`src/sv/owm_pkg.sv`:
```
// ----------------------------------------------------------------------------
// owm_pkg
// Shared types, constants and helper functions for the one-wire bus master.
// ----------------------------------------------------------------------------
package owm_pkg;

    // timer and byte geometry
    localparam int TIMER_WIDTH = 10;
    localparam int BYTE_BITS   = 8;
    localparam int BIT_IDX_W   = $clog2(BYTE_BITS);
    localparam int CFG_W       = 10;
    localparam int NUM_REGS    = 8;
    localparam int REG_IDX_W   = $clog2(NUM_REGS);
    localparam int PADDR_W     = REG_IDX_W + 2;
    localparam int PDATA_W     = 32;

    // command codes
    localparam logic [1:0] CMD_RESET = 2'd0;
    localparam logic [1:0] CMD_WRITE = 2'd1;
    localparam logic [1:0] CMD_READ  = 2'd2;

    // register indexes
    localparam logic [REG_IDX_W-1:0] REG_RESET_LOW     = 3'd0;
    localparam logic [REG_IDX_W-1:0] REG_PRESENCE_WAIT = 3'd1;
    localparam logic [REG_IDX_W-1:0] REG_RESET_TAIL    = 3'd2;
    localparam logic [REG_IDX_W-1:0] REG_ONE_LOW       = 3'd3;
    localparam logic [REG_IDX_W-1:0] REG_ZERO_LOW      = 3'd4;
    localparam logic [REG_IDX_W-1:0] REG_ONE_RELEASE   = 3'd5;
    localparam logic [REG_IDX_W-1:0] REG_READ_LOW      = 3'd6;
    localparam logic [REG_IDX_W-1:0] REG_READ_TAIL     = 3'd7;

    // register reset values, in register index order
    localparam logic [CFG_W-1:0] REG_RESET_VALS [NUM_REGS] = '{
        10'd480, 10'd80, 10'd400, 10'd1, 10'd60, 10'd60, 10'd2, 10'd60
    };

    typedef enum logic [3:0] {
        PH_IDLE,
        PH_RST_LOW,
        PH_RST_WAIT,
        PH_RST_SAMPLE,
        PH_RST_TAIL,
        PH_W_LOW,
        PH_W_REL,
        PH_R_LOW,
        PH_R_SAMPLE,
        PH_R_TAIL
    } phase_t;

    // slot timing registers as seen by the core
    typedef struct packed {
        logic [CFG_W-1:0] reset_low_ticks;
        logic [CFG_W-1:0] presence_wait_ticks;
        logic [CFG_W-1:0] reset_tail_ticks;
        logic [CFG_W-1:0] one_low_ticks;
        logic [CFG_W-1:0] zero_low_ticks;
        logic [CFG_W-1:0] one_release_ticks;
        logic [CFG_W-1:0] read_low_ticks;
        logic [CFG_W-1:0] read_tail_ticks;
    } cfg_t;

    // one result item
    typedef struct packed {
        logic                 drive_low;
        logic                 busy_res;
        logic                 done_res;
        logic                 presence;
        logic [BYTE_BITS-1:0] rx_byte;
    } res_t;

    typedef struct packed {
        logic                   last;
        logic [TIMER_WIDTH-1:0] count;
    } adv_t;

    // zero acts as one, values above the timer range saturate
    function automatic logic [TIMER_WIDTH-1:0] eff_limit(input logic [CFG_W-1:0] v);
        logic [TIMER_WIDTH+CFG_W-1:0] wide;
        logic [TIMER_WIDTH+CFG_W-1:0] tmax;
        wide = {{TIMER_WIDTH{1'b0}}, v};
        tmax = {{CFG_W{1'b0}}, {TIMER_WIDTH{1'b1}}};
        if (v == '0) begin
            wide = {{(TIMER_WIDTH+CFG_W-1){1'b0}}, 1'b1};
        end else if (wide > tmax) begin
            wide = tmax;
        end
        return wide[TIMER_WIDTH-1:0];
    endfunction

    // count one tick of a slot part, flag the last tick
    function automatic adv_t tick_adv(input logic [TIMER_WIDTH-1:0] tc,
                                      input logic [TIMER_WIDTH-1:0] lim);
        adv_t             r;
        logic [TIMER_WIDTH:0] sum;
        sum    = {1'b0, tc} + {{TIMER_WIDTH{1'b0}}, 1'b1};
        r.last = (sum >= {1'b0, lim});
        r.count = r.last ? '0 : sum[TIMER_WIDTH-1:0];
        return r;
    endfunction

endpackage

```
`src/sv/owm_regs.sv`:
```
// ----------------------------------------------------------------------------
// owm_regs
// APB register file holding the slot timing registers.
// ----------------------------------------------------------------------------
module owm_regs (
    input  logic                          aclk,
    input  logic                          aresetn,
    input  logic                          psel,
    input  logic                          penable,
    input  logic                          pwrite,
    input  logic [owm_pkg::PADDR_W-1:0]   paddr,
    input  logic [owm_pkg::PDATA_W-1:0]   pwdata,
    output logic [owm_pkg::PDATA_W-1:0]   prdata,
    output logic                          pready,
    output owm_pkg::cfg_t                 cfg
);
    import owm_pkg::*;

    logic [CFG_W-1:0]     regs_reg [NUM_REGS];
    logic [REG_IDX_W-1:0] idx;
    logic                 wr_en;

    assign idx    = paddr[PADDR_W-1:2];
    assign wr_en  = psel & penable & pwrite;
    assign pready = 1'b1;

    // register write on the access cycle
    always_ff @(posedge aclk) begin
        if (!aresetn) begin
            for (int i = 0; i < NUM_REGS; i++) begin
                regs_reg[i] <= REG_RESET_VALS[i];
            end
        end else if (wr_en) begin
            regs_reg[idx] <= pwdata[CFG_W-1:0];
        end
    end

    // read back
    assign prdata = {{(PDATA_W-CFG_W){1'b0}}, regs_reg[idx]};

    // register view for the core
    assign cfg.reset_low_ticks     = regs_reg[REG_RESET_LOW];
    assign cfg.presence_wait_ticks = regs_reg[REG_PRESENCE_WAIT];
    assign cfg.reset_tail_ticks    = regs_reg[REG_RESET_TAIL];
    assign cfg.one_low_ticks       = regs_reg[REG_ONE_LOW];
    assign cfg.zero_low_ticks      = regs_reg[REG_ZERO_LOW];
    assign cfg.one_release_ticks   = regs_reg[REG_ONE_RELEASE];
    assign cfg.read_low_ticks      = regs_reg[REG_READ_LOW];
    assign cfg.read_tail_ticks     = regs_reg[REG_READ_TAIL];

endmodule

```
`src/sv/owm_core.sv`:
```
// ----------------------------------------------------------------------------
// owm_core
// Bus sequencer: advances the slot state by one tick per step and forms the
// result of that tick.
// ----------------------------------------------------------------------------
module owm_core (
    input  logic                            aclk,
    input  logic                            aresetn,
    input  logic                            step,
    input  logic                            start_req,
    input  logic [1:0]                      cmd,
    input  logic [owm_pkg::BYTE_BITS-1:0]   tx_byte,
    input  logic                            line_level,
    input  owm_pkg::cfg_t                   cfg,
    output owm_pkg::res_t                   res
);
    import owm_pkg::*;

    phase_t                 phase_reg, phase_next;
    logic [TIMER_WIDTH-1:0] tick_reg, tick_next;
    logic [BIT_IDX_W-1:0]   bit_reg, bit_next;
    logic [BYTE_BITS-1:0]   shift_reg, shift_next;
    logic                   presence_reg, presence_next;
    logic [BYTE_BITS-1:0]   rx_reg, rx_next;

    logic [CFG_W-1:0]       raw_lim;
    adv_t                   adv;
    logic                   slot_end;
    logic                   drive;
    logic                   done;
    logic                   busy;

    // state registers
    always_ff @(posedge aclk) begin
        if (!aresetn) begin
            phase_reg    <= PH_IDLE;
            tick_reg     <= '0;
            bit_reg      <= '0;
            shift_reg    <= '0;
            presence_reg <= 1'b0;
            rx_reg       <= '0;
        end else if (step) begin
            phase_reg    <= phase_next;
            tick_reg     <= tick_next;
            bit_reg      <= bit_next;
            shift_reg    <= shift_next;
            presence_reg <= presence_next;
            rx_reg       <= rx_next;
        end
    end

    // one tick of the sequencer
    always_comb begin
        phase_next    = phase_reg;
        tick_next     = tick_reg;
        bit_next      = bit_reg;
        shift_next    = shift_reg;
        presence_next = presence_reg;
        rx_next       = rx_reg;
        drive         = 1'b0;
        done          = 1'b0;
        slot_end      = 1'b0;

        // command start while idle
        if (phase_reg == PH_IDLE && start_req &&
            (cmd inside {CMD_RESET, CMD_WRITE, CMD_READ})) begin
            shift_next = (cmd == CMD_WRITE) ? tx_byte : '0;
            bit_next   = '0;
            tick_next  = '0;
            case (cmd)
                CMD_RESET: phase_next = PH_RST_LOW;
                CMD_WRITE: phase_next = PH_W_LOW;
                default:   phase_next = PH_R_LOW;
            endcase
        end
        busy = (phase_next != PH_IDLE);

        // limit of the current slot part
        case (phase_next)
            PH_RST_LOW:  raw_lim = cfg.reset_low_ticks;
            PH_RST_WAIT: raw_lim = cfg.presence_wait_ticks;
            PH_RST_TAIL: raw_lim = cfg.reset_tail_ticks;
            PH_W_LOW:    raw_lim = shift_next[bit_next] ? cfg.one_low_ticks
                                                        : cfg.zero_low_ticks;
            PH_W_REL:    raw_lim = shift_next[bit_next] ? cfg.one_release_ticks
                                                        : CFG_W'(1);
            PH_R_LOW:    raw_lim = cfg.read_low_ticks;
            PH_R_TAIL:   raw_lim = cfg.read_tail_ticks;
            default:     raw_lim = CFG_W'(1);
        endcase
        adv = tick_adv(tick_next, eff_limit(raw_lim));

        // phase actions
        case (phase_next)
            PH_RST_LOW: begin
                drive     = 1'b1;
                tick_next = adv.count;
                if (adv.last) phase_next = PH_RST_WAIT;
            end
            PH_RST_WAIT: begin
                tick_next = adv.count;
                if (adv.last) phase_next = PH_RST_SAMPLE;
            end
            PH_RST_SAMPLE: begin
                presence_next = ~line_level;
                tick_next     = '0;
                if (cfg.reset_tail_ticks == '0) begin
                    done       = 1'b1;
                    phase_next = PH_IDLE;
                end else begin
                    phase_next = PH_RST_TAIL;
                end
            end
            PH_RST_TAIL: begin
                tick_next = adv.count;
                if (adv.last) begin
                    done       = 1'b1;
                    phase_next = PH_IDLE;
                end
            end
            PH_W_LOW: begin
                drive     = 1'b1;
                tick_next = adv.count;
                if (adv.last) phase_next = PH_W_REL;
            end
            PH_W_REL: begin
                tick_next = adv.count;
                slot_end  = adv.last;
            end
            PH_R_LOW: begin
                drive     = 1'b1;
                tick_next = adv.count;
                if (adv.last) phase_next = PH_R_SAMPLE;
            end
            PH_R_SAMPLE: begin
                if (line_level) shift_next[bit_next] = 1'b1;
                tick_next  = '0;
                phase_next = PH_R_TAIL;
            end
            PH_R_TAIL: begin
                tick_next = adv.count;
                slot_end  = adv.last;
            end
            default: begin
                phase_next = PH_IDLE;
                tick_next  = '0;
            end
        endcase

        // end of a bit slot
        if (slot_end) begin
            if (bit_next == BIT_IDX_W'(BYTE_BITS - 1)) begin
                if (phase_next == PH_R_TAIL) rx_next = shift_next;
                done       = 1'b1;
                phase_next = PH_IDLE;
                bit_next   = '0;
            end else begin
                bit_next   = bit_next + BIT_IDX_W'(1);
                phase_next = (phase_next == PH_W_REL) ? PH_W_LOW : PH_R_LOW;
            end
            tick_next = '0;
        end

        res.drive_low = drive;
        res.busy_res  = busy;
        res.done_res  = done;
        res.presence  = presence_next;
        res.rx_byte   = rx_next;
    end

endmodule

```
`src/sv/one_wire_bus_master.sv`:
```
// ----------------------------------------------------------------------------
// one_wire_bus_master
// One-wire bus master stepped by one tick item per transfer, with APB slot
// timing registers.
//
//   channel   ports            direction   contents
//   s_        valid/ready      in          tick: start_req, cmd, tx_byte, line_level
//   m_        valid/ready      out         drive_low, busy_res, done_res, presence, rx_byte
//   apb       psel..prdata     in/out      eight 10-bit timing registers at 4*i
//
// One result per tick; a tick is accepted every cycle while the output side
// keeps up. Each tick goes through the input register, then the sequencer step
// into the result register. aresetn is synchronous and clears the sequencer,
// the valid flags and the timing registers. A stall on m_ready holds the result
// register and the input register, and s_ready drops once both are full.
// ----------------------------------------------------------------------------
module one_wire_bus_master (
    input  logic                            aclk,
    input  logic                            aresetn,
    // tick input
    input  logic                            s_valid,
    output logic                            s_ready,
    input  logic                            s_start_req,
    input  logic [1:0]                      s_cmd,
    input  logic [owm_pkg::BYTE_BITS-1:0]   s_tx_byte,
    input  logic                            s_line_level,
    // result output
    output logic                            m_valid,
    input  logic                            m_ready,
    output logic                            m_drive_low,
    output logic                            m_busy_res,
    output logic                            m_done_res,
    output logic                            m_presence,
    output logic [owm_pkg::BYTE_BITS-1:0]   m_rx_byte,
    // configuration
    input  logic                            psel,
    input  logic                            penable,
    input  logic                            pwrite,
    input  logic [owm_pkg::PADDR_W-1:0]     paddr,
    input  logic [owm_pkg::PDATA_W-1:0]     pwdata,
    output logic [owm_pkg::PDATA_W-1:0]     prdata,
    output logic                            pready
);
    import owm_pkg::*;

    logic                 in_valid_reg;
    logic                 start_reg;
    logic [1:0]           cmd_reg;
    logic [BYTE_BITS-1:0] tx_reg;
    logic                 line_reg;
    logic                 out_valid_reg;
    res_t                 out_reg;

    cfg_t                 cfg;
    res_t                 res;
    logic                 step;
    logic                 s_fire;

    // a step moves the held tick into the result register
    assign step    = in_valid_reg & (~out_valid_reg | m_ready);
    assign s_ready = ~in_valid_reg | step;
    assign s_fire  = s_valid & s_ready;

    // input register
    always_ff @(posedge aclk) begin
        if (!aresetn) begin
            in_valid_reg <= 1'b0;
        end else if (s_ready) begin
            in_valid_reg <= s_valid;
        end
    end

    always_ff @(posedge aclk) begin
        if (s_fire) begin
            start_reg <= s_start_req;
            cmd_reg   <= s_cmd;
            tx_reg    <= s_tx_byte;
            line_reg  <= s_line_level;
        end
    end

    // result register
    always_ff @(posedge aclk) begin
        if (!aresetn) begin
            out_valid_reg <= 1'b0;
        end else if (step) begin
            out_valid_reg <= 1'b1;
        end else if (m_ready) begin
            out_valid_reg <= 1'b0;
        end
    end

    always_ff @(posedge aclk) begin
        if (step) begin
            out_reg <= res;
        end
    end

    owm_regs u_regs (
        .aclk    (aclk),
        .aresetn (aresetn),
        .psel    (psel),
        .penable (penable),
        .pwrite  (pwrite),
        .paddr   (paddr),
        .pwdata  (pwdata),
        .prdata  (prdata),
        .pready  (pready),
        .cfg     (cfg)
    );

    owm_core u_core (
        .aclk       (aclk),
        .aresetn    (aresetn),
        .step       (step),
        .start_req  (start_reg),
        .cmd        (cmd_reg),
        .tx_byte    (tx_reg),
        .line_level (line_reg),
        .cfg        (cfg),
        .res        (res)
    );

    // result ports
    assign m_valid     = out_valid_reg;
    assign m_drive_low = out_reg.drive_low;
    assign m_busy_res  = out_reg.busy_res;
    assign m_done_res  = out_reg.done_res;
    assign m_presence  = out_reg.presence;
    assign m_rx_byte   = out_reg.rx_byte;

endmodule
```
`config.mk`:
```
export PLATFORM = sky130hd
export DESIGN_NAME = one_wire_bus_master
export DESIGN_NICKNAME = d
export VERILOG_FILES = /design/src/sv/owm_pkg.sv /design/src/sv/owm_regs.sv /design/src/sv/owm_core.sv /design/src/sv/one_wire_bus_master.sv
export SDC_FILE = /design/constraint.sdc
export NUM_CORES = 1
export LEC_CHECK = 0
export ABC_AREA = 0
export BUFFER_PORTS_ARGS = -buffer_cell sky130_fd_sc_hd__buf_2
export CAP_MARGIN = 20
export CORE_AREA = 3 3 136 138
export CTS_CLUSTER_SIZE = 20
export DETAILED_ROUTE_END_ITERATION = 10
export DIE_AREA = 0 0 139 141
export PLACE_DENSITY_LB_ADDON = 0.08
export SYNTH_ARGS = -nofsm -noshare
export SYNTH_HDL_FRONTEND = slang
export SYNTH_HIERARCHICAL = 1
export SYNTH_SLANG_ARGS = --single-unit
```
`constraint.sdc`:
```
create_clock -name aclk -period 4.7 [get_ports aclk]
set_input_delay 1.41 -clock aclk [delete_from_list [all_inputs] [get_ports aclk]]
set_output_delay 1.41 -clock aclk [all_outputs]
set_load 0.01 [all_outputs]
```
==> results.ini <==
[global_routing]
grt_pass1_wl_um = 34500
grt_usage_pct = 23.0
grt_pass1_vias = 6060
grt_max_degree = 35
grt_overflow_total = 0
grt_use_met1_pct = 29.1
met2_usage_pct = 39.6
antenna_found_initial = 0
grt.busiest_layer = met2
met3_usage_pct = 5.05

[logic_synthesis]
synth-seq-area-share_pct = 49.3
syn_area_um2 = 7800
yosysTopAreaCell = edfxtp_1
yosys_register_bits = 140
yosys.area.top_type_share_pct = 40.0
avgSynthCellArea_um2 = 11.0
yosys_warnings = 6
ys.flop_type = edfxtp_1
synth_edf_count = 104
synth_area_leaders = edfxtp_1 (40%), dfxtp_1 (9.2%), and2_1 (4.8%)
syn_inst = 709
synth_cell_types = 70
ys_async_sr_fraction_pct = 0

[timing]
finalHoldViolations = 0
clock_skew_ns = 0.0129
setup_ws_ns = 0.199
period_needed_ns = 4.50
finalSetupViolCount = 0
fmax_ghz = 0.222
slew_viol_final = 0
rsz0062_at_grt = yes
period_share_pct = 95.8
slew_headroom_pct = 41.7
tightest_slew_ns = 0.873
fin_setup_tns_ns = 0

[critical_path]
cpPeakStageDelay_ns = 0.53
worstPathRequired_ns = 5.01
path_buf_inv = 4
worstReg2RegStart = u_core/bit_reg[0]
r2r-end = u_core/rx_reg[5]
path_cells = mux4_2 > a21oi_4 > o21a_4 > buf_6 > mux2_4 > a221oi_4 > buf_6 > nand4_1 > o31ai_2 > ha_1 > nand2b_4 > a21o_1 > a21o_1 > a221oi_2 > o211ai_1 > buf_4 > nand4_1 > buf_12 > mux2i_1 > nor2_1
endpoint_kind = register
cp.arrival_ns = 4.81
worstPathMaxFanout = 7
r2r_setup_slack_ns = 0.20
cp-start-kind = register
critPathKind = register to register
critPathTopFamily = compound AO/OA/AOI/OAI gates
r2r_cells = 20
critPathSlowestCell = mux4_2

[floorplan]
start_util_pct = 45.1
placementRows = 48
die-area_um2 = 19600
boundaryPins = 103
core_um2 = 17300
die_x_um = 139
fp.dieH_um = 141

[placed_design]
routabilityCongestion = 0.884
dp_slack_ns = -0.344
dp_hpwl_um = 15700
port_buffers = 55
dp.cells = 1016

[routing]
avgRoutedWirePerCell_um = 21.0
drt_wl_total_um = 22200
viasPerCell = 5.68
drt_pass1_iterations = 5
dr_total_vias = 6016
drt-initial-drc-count = 476
drc = 0
ant_nets = 0

[clock_tree]
clk_pin_slew_ns = 0.06
postCtsHoldBufs = 0
clock-sinks = 140
clock_tree.root_cell = clkbuf_16
clock_latency_ns = 0.42
numCtsBuffers = 17
cts_max_path_buffers = 2
cts_tree = yes
htreeDepth = 4

[pwr]
p_comb_share_pct = 15.9
sw_frac_of_total_pct = 25.7
power.total_mw = 3.31
pwr-share-clk_pct = 41.1
power.leakage_nw = 3.77
seq_power_share_pct = 43.0
switchingPower_mw = 0.850
power_density_nw_per_um2 = 350
vdd_drop_max_v = 0.000246
cell_internal_pwr_mw = 2.46

[flow_run]
maxCapViolCount = 0

[worst_hold_path]
hold_end = u_core/rx_reg[1]
hold-path-cell-count = 2
min-delay-start = u_core/rx_reg[1]
hp-class = register to register

[status]
outcome = completed

[layout]
area_delta_synth_final_pct = 21.3
antennaDiodeCount = 0
final_common_cell = edfxtp_1
largest_register_ffs = 80
utilization_pct = 54.7
final_cell_mix = edfxtp_1 (104), buf_4 (80), nor2_1 (61), and2_1 (60), buf_2 (55)
finalNonFillerCells = 1060
drive_above_1_share_pct = 27.3
nNetsFinal = 890

==> layout make-up <==
| cell class | count | area (um^2) |
|---|---|---|
| Fill cell | 1537 | 7830 |
| Clock buffer | 18 | 429 |
| Tap cell | 225 | 282 |
| Multi-Input combinational cell | 510 | 3720 |
| Clock inverter | 14 | 166 |
| Inverter | 12 | 45.0 |
| Timing Repair Buffer | 141 | 977 |
| Sequential cell | 140 | 3850 |
==> synth_stat cells (10+ instances only) <==
cell and number:
edfxtp_1 104, nor2_1 61, and2_1 60, nand2_1 48
dfxtp_1 36, buf_4 29, nand2b_1 29, a21oi_1 28
clkbuf_1 25, nand3_1 19, nor2b_1 18, mux2i_1 17
o21ai_0 17, mux4_2 16, ha_1 12, mux2_2 12
inv_1 11, buf_2 10
==> per-stage QoR <==
stage          hold WS, ns  instance area, um^2
3_5_place_dp         0.485                 8630
2_1_floorplan        0.457                 7880
4_1_cts              0.500                 9320
3_3_place_gp         0.467                 8630
6_report             0.499                 9470
5_1_grt              0.536                 9470
==> worst min-delay path, stage by stage (launching register included) <==
cell     delay [ns]
dfxtp_1        0.32
mux2i_1        0.07
nor2_1         0.07
==> power by group through the flow <==
stage / logic, mW / clock network (mW) / registers (mW)
final: 0.525 / 1.36 / 1.42
after global routing: 0.569 / 1.45 / 1.43
after CTS: 0.498 / 1.38 / 1.42
after detailed placement: 0.474 / 0 / 1.45
after global placement: 0.466 / 0 / 1.45
after floorplan: 0.295 / 0 / 1.43
==> worst max-delay path by stage <==
stage | cells past startpoint | end | from
2_1_floorplan | 18 | m_rx_byte[0] | cmd_reg[0]
3_3_place_gp | 15 | m_rx_byte[1] | u_core/bit_reg[0]
3_5_place_dp | 15 | m_rx_byte[1] | u_core/bit_reg[0]
4_1_cts | 18 | u_core/bit_reg[2] | u_core/bit_reg[0]
5_1_grt | 21 | u_core/rx_reg[5] | u_core/bit_reg[0]
6_report | 20 | u_core/rx_reg[5] | u_core/bit_reg[0]
==> routing by layer <==
metal / up-vias / wire (um)
met3: 31 / 1320
met4: 0 / 412
met2: 246 / 11300
met5: - / 0
li1: 2798 / -
met1: 2941 / 9230
==> kinds of logic (layout without fill, tap and decap cells) <==
logic type,count (synthesis),count (layout),synth area share (%)
muxes,55,55,10.8
xor gates and xnor gates,9,9,1.01
and+or+nand+nor,292,292,20.4
buffers and inverters,81,185,5.84
AOI/OAI and AO/OA,118,119,10.7
adders and majority gates,12,12,1.92
DFF,140,140,49.3
other,2,23,0.0963
==> repair_timing <==
item                       4_1_cts  5_1_grt
setup endpoints to repair       32       28
pin swaps                        0       17
gates resized for setup         13       13
setup buffers                    3        6
cloned                           1        0
Power figures use the tool's default switching activity.
